## src/hw/rtl/tfcm_pkg.sv

```systemverilog
package tfcm_pkg;

    // Fixed field widths
    localparam int TEMP_W  = 14;
    localparam int SCALE_W = 20;
    localparam int COORD_W = 8;
    localparam int CHAN_W  = 8;
    localparam int APB_DW  = 32;
    localparam int APB_AW  = 3;

    // Palette geometry
    localparam int PALETTE_ENTRIES = 7;
    localparam int FRACTION_BITS   = 8;
    localparam int BASE_COLOURS    = 7;
    localparam int IDX_W = (PALETTE_ENTRIES > 2) ? $clog2(PALETTE_ENTRIES) : 1;

    // Datapath widths: the offset magnitude fits TEMP_W bits unsigned
    localparam int SCALE_SHIFT = 16;
    localparam int DIFF_W      = TEMP_W;
    localparam int PROD_W      = DIFF_W + SCALE_W;
    localparam int POS_W       = PROD_W - SCALE_SHIFT;
    localparam logic [POS_W-1:0] TOP_POS =
        POS_W'(PALETTE_ENTRIES - 1) << FRACTION_BITS;

    // Register reset values
    localparam logic signed [TEMP_W-1:0] LOW_TEMP_RESET       = 14'sd80;
    localparam logic [SCALE_W-1:0]       POSITION_SCALE_RESET = 20'd139810;

    // Register map
    typedef enum logic [0:0] {
        REG_LOW_TEMP       = 1'b0,
        REG_POSITION_SCALE = 1'b1
    } reg_index_t;

    typedef struct packed {
        logic signed [TEMP_W-1:0] temperature;
        logic [COORD_W-1:0]       pixel_row;
        logic [COORD_W-1:0]       pixel_col;
    } pixel_t;

    typedef struct packed {
        logic [COORD_W-1:0] out_row;
        logic [COORD_W-1:0] out_col;
        logic [CHAN_W-1:0]  red;
        logic [CHAN_W-1:0]  green;
        logic [CHAN_W-1:0]  blue;
    } color_t;

    // Palette entry as {red, green, blue}; indexes past the table repeat white
    function automatic logic [2:0] palette_rgb(input logic [IDX_W-1:0] idx);
        logic [2:0] rgb;
        case (int'(idx))
            0:       rgb = 3'b000;
            1:       rgb = 3'b001;
            2:       rgb = 3'b010;
            3:       rgb = 3'b110;
            4:       rgb = 3'b100;
            5:       rgb = 3'b101;
            default: rgb = 3'b111;
        endcase
        return rgb;
    endfunction

    // ((c1 << F) + (c2 - c1) * frac) * 255 >> F, with the x255 as shift-subtract
    function automatic logic [CHAN_W-1:0] blend(input logic c1, input logic c2,
                                                input logic [FRACTION_BITS-1:0] frac);
        logic [FRACTION_BITS:0]   mix;
        logic [FRACTION_BITS+8:0] scaled;
        logic [FRACTION_BITS+8:0] mix_ext;
        if (c1 == c2)
            mix = c1 ? ((FRACTION_BITS+1)'(1) << FRACTION_BITS) : '0;
        else if (c2)
            mix = {1'b0, frac};
        else
            mix = ((FRACTION_BITS+1)'(1) << FRACTION_BITS) - {1'b0, frac};
        mix_ext = {8'b0, mix};
        scaled  = (mix_ext << 8) - mix_ext;
        return scaled[FRACTION_BITS+7:FRACTION_BITS];
    endfunction

endpackage

```

## src/hw/rtl/thermal_false_colour_map_top.sv

```systemverilog
// Thermal false-color mapper. Each pixel beat carries a signed temperature in
// 1/16 degC plus its row and column; each color beat carries the same
// coordinates with an 8-bit red, green and blue value. The block subtracts
// low_temp, multiplies by position_scale (Q16) to get a palette position in
// 1/256 steps and blends between adjacent entries of a seven-color palette
// (black, blue, green, yellow, red, magenta, white); at or below low_temp the
// pixel is black, past the top it is white. Throughput is one pixel per clock
// unless color_ready stalls the output; each pixel passes three register stages
// (offset, multiply, blend), a stage loading when empty or its beat moves on,
// so beats hold under back-pressure, none dropped or repeated. The user writes
// low_temp (address 0, signed) and position_scale (address 4) over the APB port
// only while no pixel is in flight, unchecked by the block; pready is tied high.
module thermal_false_colour_map_top (
    input  logic                              clk,
    input  logic                              rst_n,
    input  logic                              pixel_valid,
    output logic                              pixel_ready,
    input  tfcm_pkg::pixel_t                  pixel,
    output logic                              color_valid,
    input  logic                              color_ready,
    output tfcm_pkg::color_t                  color,
    input  logic                              psel,
    input  logic                              penable,
    input  logic                              pwrite,
    input  logic [tfcm_pkg::APB_AW-1:0]       paddr,
    input  logic [tfcm_pkg::APB_DW-1:0]       pwdata,
    output logic [tfcm_pkg::APB_DW-1:0]       prdata,
    output logic                              pready
);
    import tfcm_pkg::*;

    // Configuration registers
    logic signed [TEMP_W-1:0] low_temp_reg;
    logic [SCALE_W-1:0]       position_scale_reg;
    reg_index_t               reg_sel;
    logic                     cfg_write;

    assign pready    = 1'b1;
    assign reg_sel   = reg_index_t'(paddr[2]);
    assign cfg_write = psel & penable & pwrite & pready;

    always_ff @(posedge clk or negedge rst_n)
    begin
        if (!rst_n)
        begin
            low_temp_reg       <= LOW_TEMP_RESET;
            position_scale_reg <= POSITION_SCALE_RESET;
        end
        else if (cfg_write)
        begin
            unique case (reg_sel)
                REG_LOW_TEMP:       low_temp_reg       <= pwdata[TEMP_W-1:0];
                REG_POSITION_SCALE: position_scale_reg <= pwdata[SCALE_W-1:0];
                default:            ;
            endcase
        end
    end

    // Read back low_temp sign-extended, position_scale zero-extended
    always_comb
    begin
        unique case (reg_sel)
            REG_LOW_TEMP:
                prdata = {{(APB_DW-TEMP_W){low_temp_reg[TEMP_W-1]}}, low_temp_reg};
            REG_POSITION_SCALE:
                prdata = {{(APB_DW-SCALE_W){1'b0}}, position_scale_reg};
            default:
                prdata = '0;
        endcase
    end

    // Pipeline control: a stage loads when it is empty or its beat moves on
    logic v1_reg, v2_reg, v3_reg;
    logic load1, load2, load3;

    assign load3       = !v3_reg || color_ready;
    assign load2       = !v2_reg || load3;
    assign load1       = !v1_reg || load2;
    assign pixel_ready = load1;
    assign color_valid = v3_reg;

    always_ff @(posedge clk or negedge rst_n)
    begin
        if (!rst_n)
        begin
            v1_reg <= 1'b0;
            v2_reg <= 1'b0;
            v3_reg <= 1'b0;
        end
        else
        begin
            if (load1)
                v1_reg <= pixel_valid;
            if (load2)
                v2_reg <= v1_reg;
            if (load3)
                v3_reg <= v2_reg;
        end
    end

    // Stage 1: offset from low_temp, clamped at zero
    logic signed [TEMP_W:0]   diff;
    logic [DIFF_W-1:0]        diff_next;
    logic [DIFF_W-1:0]        diff_reg;
    logic [COORD_W-1:0]       row1_reg, col1_reg;

    assign diff      = $signed({pixel.temperature[TEMP_W-1], pixel.temperature})
                     - $signed({low_temp_reg[TEMP_W-1], low_temp_reg});
    assign diff_next = (diff > 0) ? diff[DIFF_W-1:0] : '0;

    always_ff @(posedge clk)
    begin
        if (load1)
        begin
            diff_reg <= diff_next;
            row1_reg <= pixel.pixel_row;
            col1_reg <= pixel.pixel_col;
        end
    end

    // Stage 2: scale into palette position
    logic [PROD_W-1:0] prod;
    logic [POS_W-1:0]  pos_reg;
    logic [COORD_W-1:0] row2_reg, col2_reg;

    assign prod = {{SCALE_W{1'b0}}, diff_reg} * {{DIFF_W{1'b0}}, position_scale_reg};

    always_ff @(posedge clk)
    begin
        if (load2)
        begin
            pos_reg  <= prod[PROD_W-1:SCALE_SHIFT];
            row2_reg <= row1_reg;
            col2_reg <= col1_reg;
        end
    end

    // Stage 3: pick the palette pair and blend each channel
    logic [IDX_W-1:0]         i1, i2;
    logic [FRACTION_BITS-1:0] frac;
    logic [2:0]               rgb1, rgb2;
    color_t                   color_next;
    color_t                   color_reg;

    always_comb
    begin
        if (pos_reg >= TOP_POS)
        begin
            i1   = IDX_W'(PALETTE_ENTRIES - 1);
            i2   = IDX_W'(PALETTE_ENTRIES - 1);
            frac = '0;
        end
        else
        begin
            i1   = pos_reg[IDX_W+FRACTION_BITS-1:FRACTION_BITS];
            i2   = i1 + IDX_W'(1);
            frac = pos_reg[FRACTION_BITS-1:0];
        end
        rgb1 = palette_rgb(i1);
        rgb2 = palette_rgb(i2);
        color_next.out_row = row2_reg;
        color_next.out_col = col2_reg;
        color_next.red     = blend(rgb1[2], rgb2[2], frac);
        color_next.green   = blend(rgb1[1], rgb2[1], frac);
        color_next.blue    = blend(rgb1[0], rgb2[0], frac);
    end

    always_ff @(posedge clk)
    begin
        if (load3)
            color_reg <= color_next;
    end

    assign color = color_reg;

endmodule
```

## config.mk

```make
export PLATFORM = sky130hd
export DESIGN_NAME = thermal_false_colour_map_top
export DESIGN_NICKNAME = d
export VERILOG_FILES = /design/src/hw/rtl/tfcm_pkg.sv /design/src/hw/rtl/thermal_false_colour_map_top.sv
export SDC_FILE = /design/constraint.sdc
export NUM_CORES = 1
export LEC_CHECK = 0
export ABC_AREA = 1
export ABC_CLOCK_PERIOD_IN_PS = 5400
export BUFFER_PORTS_ARGS = -buffer_cell sky130_fd_sc_hd__buf_2
export CAP_MARGIN = 30
export CORE_MARGIN = 2
export CORE_UTILIZATION = 50
export CTS_BUF_LIST = sky130_fd_sc_hd__clkbuf_4
export CTS_CLUSTER_DIAMETER = 40
export DETAILED_ROUTE_END_ITERATION = 6
export PLACE_DENSITY = 0.71
export SLEW_MARGIN = 40
export SYNTH_ARGS = -nofsm -noshare
export SYNTH_HDL_FRONTEND = slang
export SYNTH_SLANG_ARGS = --single-unit
```

## constraint.sdc

```tcl
create_clock -name clk -period 5.4 [get_ports clk]
set_clock_uncertainty 0.1 [all_clocks]
set_input_delay 0 -clock clk [delete_from_list [all_inputs] [get_ports clk]]
set_output_delay 0 -clock clk [all_outputs]
set_load 0.02 [all_outputs]
```

==> Yosys cells after proc, flatten, opt, wreduce, memory -nomap -nowiden <==
Index checks and enable logic that the tools add are counted.
{ "totals": {"register_bits": 141, "inputBits": 72, "word_cells": 66} }
{ "op_classes": {"add_sub_neg": 6, "mul": 1, "magnitude_cmp": 2, "n_eq_ne": 13, "mux": 15, "bitwise": 3, "reduce_logical": 10} }
{ "ops": {"columns": ["operator", "count"], "rows": [
  ["$mux W9", 9],
  ["$pmux W32 S2", 1],
  ["$sub A16 B9 Y16", 3],
  ["$pmux W3 S6", 2],
  ["$mul A14 B20 Y34", 1],
  ["$ge A18 B11 Y1 const B", 1],
  ["$gt A15 B1 Y1 const B", 1],
  ["$sub A14 B14 Y15", 1],
  ["$eq A3 B2 Y1 const B", 4],
  ["$eq A3 B3 Y1 const B", 4],
  ["$sub A9 B8 Y9 const A", 1],
  ["$mux W8", 1],
  ["$eq A3 B1 Y1 const B", 2],
  ["$logic_not A3 Y1", 2],
  ["$mux W3", 2],
  ["$reduce_and A2 Y1", 2],
  ["$add A3 B1 Y3 const B", 1],
  ["$eq A1 B1 Y1", 3],
  ["$logic_not A1 Y1", 3],
  ["$logic_or A1 B1 Y1", 3],
  ["$and A1 B1 Y1", 2],
  ["$not A1 Y1", 1]
]} }

==> Logic depth before layout (Yosys ltp) <==
Gate-level depths: netlist of run 1.
{ "logic_depth": {"word_depth": 7, "mapped_depth": 26, "depth_no_buf": 24} }

==> Least setup slack after synthesis of run 1 <==
No wires, ideal clock.
{ "synth_path": {"path_type": "flip-flop to flip-flop", "startpoint": "reg position_scale_reg[13]", "endpoint": "reg pos_reg[15] (data pin)", "setup_time_ns": 0.258, "arrival_ns": 5.409, "required_time_ns": 5.042, "slack_ns": -0.367, "path_stages_with_launch": 22, "path_buffers": 2, "path_cell_list": "dfstp_2 -> clkbuf_1 -> clkbuf_1 -> nand2_1 -> fa_1 -> fa_1 -> inv_1 -> fa_1 -> fa_1 -> fa_1 -> inv_1 -> fa_1 -> inv_1 -> ha_1 -> a21oi_1 -> o21a_1 -> inv_1 -> a21oi_1 -> inv_1 -> a221oi_1 -> nand2_1 -> xor2_1"} }
{ "synth_via": {"elab_chain_cells": 1} }
{ "synth_lines": {"columns": ["element", "line_no", "text"], "rows": [
  ["from (decl)", "thermal_false_colour_map_top.sv:34", "logic [SCALE_W-1:0] position_scale_reg;"],
  ["from (signal assigned)", "thermal_false_colour_map_top.sv:53", "REG_POSITION_SCALE: position_scale_reg <= pwdata[SCALE_W-1:0];"],
  ["$mul A14 B20 Y34", "thermal_false_colour_map_top.sv:126", "assign prod = {{SCALE_W{1'b0}}, diff_reg} * {{DIFF_W{1'b0}}, position_scale_reg};"],
  ["net prod[31]", "thermal_false_colour_map_top.sv:122", "logic [PROD_W-1:0] prod;"],
  ["to (signal assigned)", "thermal_false_colour_map_top.sv:132", "pos_reg <= prod[PROD_W-1:SCALE_SHIFT];"],
  ["to (decl)", "thermal_false_colour_map_top.sv:123", "logic [POS_W-1:0] pos_reg;"]
]} }
The timed path passes the listed nets, and every way through them passes these cells.
A chain may end at the register's enable or synchronous reset.

==> Worst setup path after layout of run 1 <==
{ "layout_path": {"startpoint": "reg diff_reg[4]", "endpoint": "reg pos_reg[17] (data pin)"} }
{ "layout_via": {"elab_chain_cells": 1} }
{ "layout_lines": {"columns": ["element", "line_no", "text"], "rows": [
  ["from (decl)", "thermal_false_colour_map_top.sv:104", "logic [DIFF_W-1:0] diff_reg;"],
  ["from (signal assigned)", "thermal_false_colour_map_top.sv:115", "diff_reg <= diff_next;"],
  ["$mul A14 B20 Y34", "thermal_false_colour_map_top.sv:126", null],
  ["net prod[33]", "thermal_false_colour_map_top.sv:122", null]
]} }
The timed path passes the listed nets, and every way through them passes these cells.

==> results by group, run 1 <==
Worst setup path
  – CP Cell Sequence: buf_6 -> buf_6 -> nand2_2 -> fa_1 -> inv_1 -> fa_1 -> fa_1 -> fa_1 -> fa_1 -> inv_1 -> fa_1 -> inv_2 -> ha_4 -> nand2_4 -> o21a_1 -> o221ai_2 -> a21oi_2 -> nand2_2 -> a31oi_2 -> xor2_1
  – Crit path max-delay family: adder cells
  – WP data required: 5660 ps
  – Critical Path Most Common Cell: fa_1
  – CP Launch Type: flop
  – Endpoint type of the worst setup path: flop
  – Slowest stage delay, CP: 560 ps
  – Worst EP arrival: 5850 ps
  – Worst Path Max Fanout: 8
  – Worst path bufs/invs: 5
  – CP Class: reg2reg
  – Slowest CP cell: edfxtp_1

Synthesis
  – Synth unique cells: 53
  – Xor/xnor cell area share of the yosys netlist: 1.85%
  – Largest area contributor in the netlist: fa_1
  – Warnings from Yosys: 0
  – Cell count after synthesis: 1,992
  – Seq cells post-synth: 141
  – Post-synthesis adder-cell area fraction: 34.6%
  – Yosys top cell area share: 25.8%
  – Mux cell area share after synthesis: 0.409%
  – Ranking of synthesized cells by area: fa_1 26%, edfxtp_1 19%, nand2_1 12%
  – Largest family of logic cells by synthesized area: adder cells
  – Compound-Gate Fraction of Synth Area: 5.44%
  – Average cell area after synthesis: 8.30 µm²
  – Post-Synthesis Cell Area: 16,500 µm²
  – Post-synth EDFFs: 104
  – Post-Synth Simple-Gate Area: 20.2%
  – Syn Nets: 2,393
  – Top_reg_cell synth: edfxtp_1
  – Async set-reset flop share out of synthesis: 26.2%
  – Sequential-to-total area share from yosys stat: 24.5%

Finish
  – Filler cells: 2,602
  – Fin nets: 2,706
  – Finished Layout Cells: 2,761
  – P&R area growth vs syn: 24.2%
  – Max FFs per register: 40
  – Layout cells sized above 1: 23.9%

Placement
  – IO Port Bufs: 131
  – Hpwl dp: 32,600 µm
  – Post-Place Cells: 2,621
  – Routability cong.: 0.924

Die
  – Initial core utilization: 50.8%
  – Core area: 32,500 µm²
  – Die W: 186 µm
  – Die footprint: 34,500 µm²
  – I/O pins: 147
  – Row cnt: 66
  – Die Ht: 186 µm

CTS
  – CTS root buffer: clkbuf_4
  – CTS H-tree lvls: 4
  – Clk buf depth: 2
  – TritonCTS clock tree: built
  – Num CTS Buffers: 17
  – CTS clk-pin slew, worst paths: 150 ps
  – Clock sink count: 141
  – Worst-Skew Late Latency: 620 ps

Global routing
  – Largest net degree at the start of global routing: 43
  – Grt ovf: 0
  – Initial antenna violation count: 1
  – Global-route wire length before repair: 68,300 µm
  – Vias in the first global route: 14,481
  – Overall Global Routing Usage: 25.1%

Timing
  – Relative slew slack: 49.8%
  – Slew @ Worst Pin: 751 ps
  – Final Hold Viols: 0
  – Number of setup violations in the final report: 14
  – Final Slew Violations: 0
  – Fin crit share: 104%
  – Peak Freq: 0.179 GHz
  – Post-layout min period: 5590 ps
  – Worst setup slack after layout: -190 ps
  – RSZ-0062 raised after global routing: true

Run status
  – Status: complete, but fails checks
  – Failing checks: negative setup slack

Flow run
  – Max-Cap Viols: 0

Drt
  – Remaining antenna violation count: 0
  – DR iter-0 viols: 1,164
  – Via count: 13,929
  – Wirelength per Cell: 15.0 µm
  – Vias per cell: 5.04
  – Drt first pass iters: 6
  – DRT Wirelength: 41,500 µm
  – DR DRC count: 0

Hold path
  – Hold/Removal Path Class: in2reg
## logic make-up (layout without fill, tap and decap cells)
| family | count (synthesis) | after routing |
|---|---|---|
| buffers and inverters | 555 | 881 |
| muxes | 6 | 6 |
| other | 1 | 2 |
| and+or+nand+nor | 762 | 762 |
| xor gates and xnor gates | 35 | 35 |
| adders and majority gates | 329 | 329 |
| AOI/OAI and AO/OA | 163 | 163 |
| DFF | 141 | 141 |
## path summary, 6_finish.rpt
kind / startpoint / end / slack (ps) / cells past startpoint
worst max-delay path: diff_reg[4]$_SDFFCE_PP0P_ / pos_reg[17]$_DFFE_PP_ / -190 / 20
worst min register to register: col2_reg[7]$_DFFE_PP_ / color[31]$_DFFE_PP_ / 330 / 0
max in group asynchronous: rst_n / position_scale_reg[6]$_DFFE_PN0P_ / 4520 / 4
worst max register to register: diff_reg[4]$_SDFFCE_PP0P_ / pos_reg[17]$_DFFE_PP_ / -190 / 20
worst min-delay path: pwdata[18] / position_scale_reg[18]$_DFFE_PN0P_ / 50 / 3
min in group asynchronous: rst_n / position_scale_reg[17]$_DFFE_PN1P_ / 450 / 3
## metrics by stage
stage / TNS, ps / worst slack [ps] / utilization, % / instance area, µm² / hold WS, ps
global placement: -2200 / -180 / 57.1 / 18600 / 53.1
detailed placement: -3170 / -248 / 57.1 / 18600 / -99.8
finish: -1510 / -190 / 63.1 / 20500 / 47.7
floorplan: -6.92 / -6.92 / - / 16700 / -396
CTS: -870 / -124 / 61.6 / 20000 / 1.25
global route: -4780 / -376 / 63.1 / 20500 / 22.4
## cell type report
type	instances	area, µm²	area share, %
antenna	1	2.50	0.0122
clock buffer	19	143	0.695
clock inverter	13	154	0.750
inverter	472	1770	8.64
multi-input combinational	1296	11000	53.6
sequential	141	4070	19.8
tap	442	553	2.69
timing repair buffer	377	2820	13.8
## cell usage after synthesis, drive strengths merged (2+ instances only)
cell type	number
a31oi	4
inv	472
buf	15
nor4	3
xor2	19
dfstp	7
fa	213
mux2	6
o21ai	74
ha	116
nand3	68
clkbuf	68
a21o	3
nor2	90
o211ai	2
xnor2	16
o21bai	5
o31ai	3
o22ai	2
dfrtp	30
edfxtp	104
o221ai	2
nand3b	2
nor3	17
o21a	5
nand4	10
nand2	569
a21oi	60
## routing by layer
metal	track usage, %	wire (µm)	vias up
li1	-	-	6615
met1	31.1	17100	6717
met2	44.2	20800	510
met3	4.42	2520	87
met4	8.41	1080	0
met5	0	0	-
## worst register-to-register path: cells and delay by family, from the launching register on
family,cells,cell delay [ps]
AO/OA/AOI/OAI,4,570
XOR/XNOR,1,150
adder cells (fa/ha/maj),7,3280
buffers and inverters,5,440
flip-flops,1,560
AND/OR/NAND/NOR,3,250
## cell usage in the layout (no fill, tap or decap), types with 15 or more instances in the layout
master | netlist | final
nand2_1 | 541 | 516
inv_1 | 462 | 441
fa_1 | 213 | 206
buf_4 | 12 | 148
buf_2 | 1 | 130
edfxtp_1 | 104 | 104
ha_1 | 116 | 98
dlygate4sd3_1 | 0 | 77
nor2_1 | 73 | 68
o21ai_0 | 71 | 62
nand3_1 | 51 | 48
nand2_2 | 22 | 39
inv_2 | 9 | 30
a21oi_1 | 59 | 29
dfrtp_1 | 30 | 24
a21oi_2 | 1 | 22
clkbuf_4 | 0 | 19
xor2_1 | 19 | 18
buf_6 | 1 | 17
ha_4 | 0 | 16
xnor2_1 | 16 | 15
## timing repair
item	CTS	global route
setup endpoints to repair	18	18
pin swaps	31	47
hold buffers	78	0
resized for setup	65	99
endpoints found under the hold margin	103	0
buffers inserted	14	15
gates cloned	0	0
Power of run 1 is left out: the tool's default activity adds up to more than one toggle a clock period on the data nets, which glitch-free logic cannot reach.
==> run 2: changes to the inputs <==
--- a/config.mk
+++ b/config.mk
@@ -5,8 +5,7 @@
 export SDC_FILE = /design/constraint.sdc
 export NUM_CORES = 1
 export LEC_CHECK = 0
-export ABC_AREA = 1
-export ABC_CLOCK_PERIOD_IN_PS = 5400
+export ABC_CLOCK_PERIOD_IN_PS = 6300
 export BUFFER_PORTS_ARGS = -buffer_cell sky130_fd_sc_hd__buf_2
 export CAP_MARGIN = 30
 export CORE_MARGIN = 2
@@ -14,7 +13,7 @@
 export CTS_BUF_LIST = sky130_fd_sc_hd__clkbuf_4
 export CTS_CLUSTER_DIAMETER = 40
 export DETAILED_ROUTE_END_ITERATION = 6
-export PLACE_DENSITY = 0.71
+export PLACE_DENSITY = 0.69
 export SLEW_MARGIN = 40
 export SYNTH_ARGS = -nofsm -noshare
 export SYNTH_HDL_FRONTEND = slang
==> constraint.sdc (replaced) <==
create_clock -name clk -period 6.3 [get_ports clk]
set_clock_uncertainty 0.1 [all_clocks]
set_input_delay 0 -clock clk [delete_from_list [all_inputs] [get_ports clk]]
set_output_delay 0 -clock clk [all_outputs]
set_load 0.02 [all_outputs]
==> results by group, run 2 <==
Run status
  – Status: completed (was complete, but fails checks)

Synthesis
  – Count leader, synth: inv_1 (was nand2_1)
  – Yosys top cell area share: 27.2% (was 25.8%)
  – Warnings from Yosys: 0 (unchanged)
  – Post-Synthesis Cell Area: 15,700 µm² (was 16,500 µm²)
  – Ranking of synthesized cells by area: fa_1 27%, edfxtp_1 20%, ha_1 9.2% (was fa_1 26%, edfxtp_1 19%, nand2_1 12%)
  – Largest area contributor in the netlist: fa_1 (unchanged)
  – Average cell area after synthesis: 9.88 µm² (was 8.30 µm²)
  – Post-synth EDFFs: 104 (unchanged)
  – Synth unique cells: 82 (was 53)
  – Sequential-to-total area share from yosys stat: 25.9% (was 24.5%)
  – Cell count after synthesis: 1,588 (was 1,992)
  – Async set-reset flop share out of synthesis: 26.2% (unchanged)
  – Top_reg_cell synth: edfxtp_1 (unchanged)
  – Seq cells post-synth: 141 (unchanged)
  – Most frequent cells after synthesis: 250 x inv_1, 222 x nand2_1, 213 x fa_1 (was 541 x nand2_1, 462 x inv_1, 213 x fa_1)
  – Syn Nets: 1,989 (was 2,393)

Drt
  – Vias per cell: 5.30 (was 5.04)
  – DR iter-0 viols: 679 (was 1,164)
  – Via count: 11,751 (was 13,929)
  – Wirelength per Cell: 16.5 µm (was 15.0 µm)
  – Remaining antenna violation count: 0 (unchanged)
  – Drt first pass iters: 5 (was 6)
  – DR DRC count: 0 (unchanged)
  – DRT Wirelength: 36,500 µm (was 41,500 µm)

Finish
  – Finished Layout Cells: 2,217 (was 2,761)
  – Layout cells sized above 1: 19.1% (was 23.9%)
  – Sequential cell area: 4060 µm² (was 4070 µm²)
  – Filler cells: 2,605 (was 2,602)
  – P&R area growth vs syn: 16.9% (was 24.2%)
  – Highest-count cells in the layout ignoring fill and taps: 247 x inv_1, 221 x nand2_1, 210 x fa_1 (was 516 x nand2_1, 441 x inv_1, 206 x fa_1)
  – Area taken by multi-input logic gates: 10,400 µm² (was 11,000 µm²)
  – Fin nets: 2,208 (was 2,706)
  – Most common cell after layout, fill and taps aside: inv_1 (was nand2_1)
  – Max FFs per register: 40 (unchanged)

Timing
  – Post-layout min period: 6240 ps (was 5590 ps)
  – Final Hold Viols: 0 (unchanged)
  – Relative slew slack: 46.9% (was 49.8%)
  – Slew @ Worst Pin: 788 ps (was 751 ps)
  – Number of setup violations in the final report: 0 (was 14)
  – Hold Slack: 24.4 ps (was 47.7 ps)
  – Fin crit share: 99.0% (was 104%)
  – Peak Freq: 0.160 GHz (was 0.179 GHz)
  – Setup_tns: 0 ps (was -1510 ps)
  – RSZ-0062 raised after global routing: true (unchanged)
  – Final Slew Violations: 0 (unchanged)

Worst setup path
  – Worst path bufs/invs: 6 (was 5)
  – Worst Path Max Fanout: 8 (unchanged)
  – Crit path max-delay family: adder cells (unchanged)
  – CP Depth: 20 (unchanged)
  – CP Launch Type: flop (unchanged)
  – CP Cell Sequence: buf_12 -> nand2_1 -> fa_1 -> fa_1 -> inv_1 -> fa_1 -> fa_1 -> fa_1 -> inv_1 -> fa_1 -> inv_1 -> ha_1 -> buf_4 -> a211oi_1 -> a21oi_1 -> buf_4 -> o211ai_1 -> a21oi_2 -> or2_2 -> a311oi_2 (was buf_6 -> buf_6 -> nand2_2 -> fa_1 -> inv_1 -> fa_1 -> fa_1 -> fa_1 -> fa_1 -> inv_1 -> fa_1 -> inv_2 -> ha_4 -> nand2_4 -> o21a_1 -> o221ai_2 -> a21oi_2 -> nand2_2 -> a31oi_2 -> xor2_1)
  – Endpoint type of the worst setup path: flop (unchanged)
  – Critical Path Most Common Cell: fa_1 (unchanged)
  – CP Class: reg2reg (unchanged)
  – WP data required: 6620 ps (was 5660 ps)
  – Worst reg2reg path depth: 20 (unchanged)
  – Worst EP arrival: 6560 ps (was 5850 ps)
  – Slowest CP cell: dfstp_2 (was edfxtp_1)
  – Critical R2R Launch: position_scale_reg[5]$_DFFE_PN1P_ (was diff_reg[4]$_SDFFCE_PP0P_)
  – Crit. Startpoint: position_scale_reg[5]$_DFFE_PN1P_ (was diff_reg[4]$_SDFFCE_PP0P_)
  – Slowest stage delay, CP: 700 ps (was 560 ps)

Placement
  – IO Port Bufs: 131 (unchanged)
  – Post-Place Cells: 2,105 (was 2,621)
  – Routability cong.: 0.902 (was 0.924)
  – Hpwl dp: 28,300 µm (was 32,600 µm)

CTS
  – CTS root buffer: clkbuf_4 (unchanged)
  – CTS H-tree lvls: 4 (unchanged)
  – TritonCTS clock tree: built (unchanged)
  – Clock sink count: 141 (unchanged)
  – Clk buf depth: 2 (unchanged)
  – Worst-Skew Late Latency: 600 ps (was 620 ps)
  – Num CTS Buffers: 17 (unchanged)
  – CTS clk-pin slew, worst paths: 150 ps (about the same)

Hold path
  – Hold/Removal Path Class: in2reg (unchanged)
  – Hold Path Depth: 4 (was 3)
  – Hold Startpoint: penable (was pwdata[18])

Global routing
  – Overall Global Routing Usage: 23.0% (was 25.1%)
  – Global-route wire length before repair: 60,900 µm (was 68,300 µm)
  – Initial antenna violation count: 1 (unchanged)
  – Grt ovf: 0 (unchanged)
  – Largest net degree at the start of global routing: 42 (was 43)
  – Vias in the first global route: 12,312 (was 14,481)

Die
  – Initial core utilization: 51.0% (was 50.8%)
  – Die W: 181 µm (was 186 µm)
  – Die Ht: 181 µm (was 186 µm)
  – Core area: 30,700 µm² (was 32,500 µm²)
  – I/O pins: 147 (unchanged)
  – Row cnt: 64 (was 66)
  – Die footprint: 32,800 µm² (was 34,500 µm²)

Flow run
  – Max-Cap Viols: 0 (unchanged)
run 2: cell types whose count changed in the layout (fill, tap and decap cells not counted), moves of 37 or more:
cell,before,now
nand2_1,516,221
inv_1,441,247
and2_1,0,125
buf_4,148,77
nand2_2,39,1
nand3_1,48,11
run 2: area by class of cell:
| type | instances | area share (%) |
|---|---|---|
| Clock inverter | 15 | 0.927 |
| Clock buffer | 17 | 0.696 |
| Tap cell | 396 | 2.70 |
| Antenna cell | 1 | 0.0136 |
| Inverter | 250 | 5.11 |
| Timing Repair Buffer | 288 | 11.5 |
| Multi-Input combinational cell | 1109 | 56.9 |
| Sequential cell | 141 | 22.1 |
run 2: cell families after synthesis:
| family | share of synthesized area [%] |
|---|---|
| AO/OA/AOI/OAI | 8.20 |
| XOR/XNOR | 2.39 |
| adder cells (fa/ha/maj) | 36.4 |
| buffers and inverters | 8.52 |
| flip-flops | 25.9 |
| multiplexers | 2.77 |
| other | 0.0239 |
| AND/OR/NAND/NOR | 15.8 |
run 2: worst paths after layout:
check	to	slack (ps)
worst max-delay path	pos_reg[17]$_DFFE_PP_	60
min in group asynchronous	low_temp_reg[4]$_DFFE_PN1P_	440
worst max register to register	pos_reg[17]$_DFFE_PP_	60
worst min-delay path	low_temp_reg[2]$_DFFE_PN0P_	20
worst min register to register	color[35]$_DFFE_PP_	320
max in group asynchronous	low_temp_reg[9]$_DFFE_PN0P_	5440
run 2: metrics by stage:
step | util, % | worst slack [ps] | instance area [µm²]
2_1_floorplan | - | 159 | 15700
3_3_place_gp | 55.5 | 40.3 | 17100
3_5_place_dp | 55.6 | -242 | 17100
4_1_cts | 59.1 | 9.80 | 18200
5_1_grt | 59.7 | -129 | 18300
6_report | 59.7 | 61.3 | 18300
run 2: repair_timing:
| action | in CTS | in global routing |
|---|---|---|
| pin swaps | 6 | 16 |
| setup buffers | 2 | 8 |
| endpoints found under the setup margin | 12 | 11 |
| resized for setup | 11 | 31 |
| hold buffers | 70 | 0 |
| endpoints found under the hold margin | 103 | 0 |
run 2: worst register-to-register path, cell delays in order (launching register included):
cell	delay, ps
dfstp_2	700
buf_12	150
nand2_1	60
fa_1	430
fa_1	510
inv_1	60
fa_1	520
fa_1	520
fa_1	500
inv_1	50
fa_1	470
inv_1	40
ha_1	280
buf_4	150
a211oi_1	230
a21oi_1	130
buf_4	160
o211ai_1	310
a21oi_2	120
or2_2	340
a311oi_2	250
run 2: routing by layer:
metal | vias up | track usage [%] | part of all wire (%)
met5 | - | 0 | 0
met4 | 0 | 5.79 | 1.8
met3 | 59 | 3.39 | 5.7
met2 | 391 | 38.9 | 48
met1 | 5768 | 31.3 | 44
li1 | 5533 | - | -
Power of run 2 is left out for the same reason.
==> run 3: changes to the inputs <==
--- a/config.mk
+++ b/config.mk
@@ -13,6 +13,7 @@
 export CTS_BUF_LIST = sky130_fd_sc_hd__clkbuf_4
 export CTS_CLUSTER_DIAMETER = 40
 export DETAILED_ROUTE_END_ITERATION = 6
+export MAX_ROUTING_LAYER = met4
 export PLACE_DENSITY = 0.69
 export SLEW_MARGIN = 40
 export SYNTH_ARGS = -nofsm -noshare
==> results by group, run 3 (synthesized netlist as in run 2, its figures left out) <==
Finish
  – Layout cells sized above 1: 19.4% (was 19.1%)
  – Final core occ: 60.1% (was 59.7%)
  – Highest-count cells in the layout ignoring fill and taps: 248 x inv_1, 220 x nand2_1, 210 x fa_1 (was 247 x inv_1, 221 x nand2_1, 210 x fa_1)
  – Fin nets: 2,218 (was 2,208)
  – P&R area growth vs syn: 17.7% (was 16.9%)
  – Filler cells: 2,594 (was 2,605)
  – Max FFs per register: 40 (unchanged)
  – Most common cell after layout, fill and taps aside: inv_1 (unchanged)

CTS
  – TritonCTS clock tree: built (unchanged)
  – CTS H-tree lvls: 4 (unchanged)
  – CTS clk-pin slew, worst paths: 160 ps (was 150 ps)
  – CTS root buffer: clkbuf_4 (unchanged)
  – Worst-Skew Late Latency: 600 ps (about the same)
  – Clock sink count: 141 (unchanged)
  – Num CTS Buffers: 17 (unchanged)
  – Clk buf depth: 2 (unchanged)

Worst setup path
  – Worst EP arrival: 6420 ps (was 6560 ps)
  – CP Launch Type: flop (unchanged)
  – Worst reg2reg path depth: 21 (was 20)
  – Worst Path Max Fanout: 8 (unchanged)
  – WP data required: 6640 ps (was 6620 ps)
  – CP Class: reg2reg (unchanged)
  – Register-to-Register Setup Slack: 220 ps (was 60 ps)
  – Endpoint type of the worst setup path: flop (unchanged)
  – RR Endpoint: pos_reg[17]$_DFFE_PP_ (unchanged)
  – Critical R2R Launch: position_scale_reg[13]$_DFFE_PN1P_ (was position_scale_reg[5]$_DFFE_PN1P_)

Flow run
  – Max-Cap Viols: 0 (unchanged)

Global routing
  – Largest net degree at the start of global routing: 42 (unchanged)
  – Overall Global Routing Usage: 23.4% (was 23.0%)
  – Grt ovf: 0 (unchanged)
  – Vias in the first global route: 11,976 (was 12,312)
  – Global-route wire length before repair: 59,900 µm (was 60,900 µm)
  – Initial antenna violation count: 1 (unchanged)

Hold path
  – Hold/Removal Path Class: in2reg (unchanged)
  – Endpoint, Worst Hold: col1_reg[6]$_DFFE_PP_ (was low_temp_reg[2]$_DFFE_PN0P_)
  – Hold Startpoint: pixel[6] (was penable)
  – Hold Path Depth: 2 (was 4)

Placement
  – Routability cong.: 0.904 (was 0.902)
  – IO Port Bufs: 131 (unchanged)
  – Hpwl dp: 27,900 µm (was 28,300 µm)

Drt
  – Via count: 11,720 (was 11,751)
  – DR DRC count: 0 (unchanged)
  – Remaining antenna violation count: 0 (unchanged)
  – DRT Wirelength: 36,100 µm (was 36,500 µm)
  – Wirelength per Cell: 16.2 µm (was 16.5 µm)
  – DR iter-0 viols: 642 (was 679)
  – Drt first pass iters: 7 (was 5)
  – Vias per cell: 5.26 (was 5.30)

Die
  – Die footprint: 32,800 µm² (unchanged)
  – Initial core utilization: 51.0% (unchanged)
  – Die Ht: 181 µm (unchanged)
  – I/O pins: 147 (unchanged)
  – Die W: 181 µm (unchanged)
  – Core area: 30,700 µm² (unchanged)
  – Row cnt: 64 (unchanged)

Timing
  – Final Slew Violations: 0 (unchanged)
  – Slew @ Worst Pin: 823 ps (was 788 ps)
  – Final Hold Viols: 0 (unchanged)
  – Number of setup violations in the final report: 0 (unchanged)
  – Fin crit share: 96.6% (was 99.0%)
  – Post-layout min period: 6080 ps (was 6240 ps)
  – Peak Freq: 0.164 GHz (was 0.160 GHz)
  – RSZ-0062 raised after global routing: true (unchanged)
  – Relative slew slack: 45.1% (was 46.9%)

Run status
  – Status: completed (unchanged)
[run 3: through the flow]
step | setup TNS (ps) | area, µm² | worst slack [ps] | hold slack [ps] | instances
6_report | 0 | 18500 | 217 | 40.2 | 2227
3_5_place_dp | -219 | 17100 | -80.2 | -79.9 | 2102
4_1_cts | 0 | 18200 | 0.854 | 2.13 | 2212
2_1_floorplan | 0 | 15700 | 159 | -396 | 1588
3_3_place_gp | 0 | 17100 | 25.6 | 78.4 | 2101
5_1_grt | -16.1 | 18500 | -16.1 | 8.62 | 2227
[run 3: routing by layer]
metal | track usage (%) | up-vias | wire length (µm)
li1 | - | 5549 | -
met1 | 31.7 | 5803 | 16600
met2 | 38.2 | 328 | 17500
met3 | 2.48 | 40 | 1570
met4 | 5.30 | 0 | 448
met5 | - | - | 0
[run 3: how the worst max path moves through the flow]
stage,startpoint,end,slack [ps],cells after the start
3_5_place_dp,diff_reg[2]$_SDFFCE_PP0P_,pos_reg[12]$_DFFE_PP_,-80,20
4_1_cts,diff_reg[3]$_SDFFCE_PP0P_,pos_reg[9]$_DFFE_PP_,0.9,21
6_report,position_scale_reg[13]$_DFFE_PN1P_,pos_reg[17]$_DFFE_PP_,220,21
2_1_floorplan,position_scale_reg[5]$_DFFE_PN1P_,pos_reg[9]$_DFFE_PP_,160,20
5_1_grt,diff_reg[3]$_SDFFCE_PP0P_,pos_reg[9]$_DFFE_PP_,-20,21
3_3_place_gp,diff_reg[2]$_SDFFCE_PP0P_,pos_reg[9]$_DFFE_PP_,30,21
[run 3: worst max-delay path, cell delays in order, from the launching register on]
cell,delay (ps)
dfstp_2,600
buf_4,120
buf_4,150
nand2_1,100
fa_1,490
fa_1,520
inv_1,50
fa_1,550
fa_1,430
fa_1,510
inv_1,50
fa_1,470
inv_1,40
ha_1,230
a21oi_1,180
o22ai_1,90
nor2_1,170
o221a_2,250
o221a_4,200
a21oi_2,70
or2_2,320
a311oi_2,240
[run 3: area by class of cell]
cell class	instances	area [µm²]	share of cell area (%)
multi-input cells	1109	10500	56.7
well taps	396	495	2.68
clock inverters	15	173	0.934
diodes	1	2.50	0.0135
repair buffers	298	2200	11.9
inverters	250	938	5.08
flip-flops and latches	141	4070	22.0
clock buffers	17	128	0.691
[run 3: what timing repair did]
action | CTS | global route
hold endpoints to repair | 103 | 2
setup buffers | 3 | 12
gates resized for setup | 6 | 41
pin swaps | 4 | 27
hold buffers | 75 | 2
setup endpoints to repair | 4 | 9
Power of run 3 is left out for the same reason.
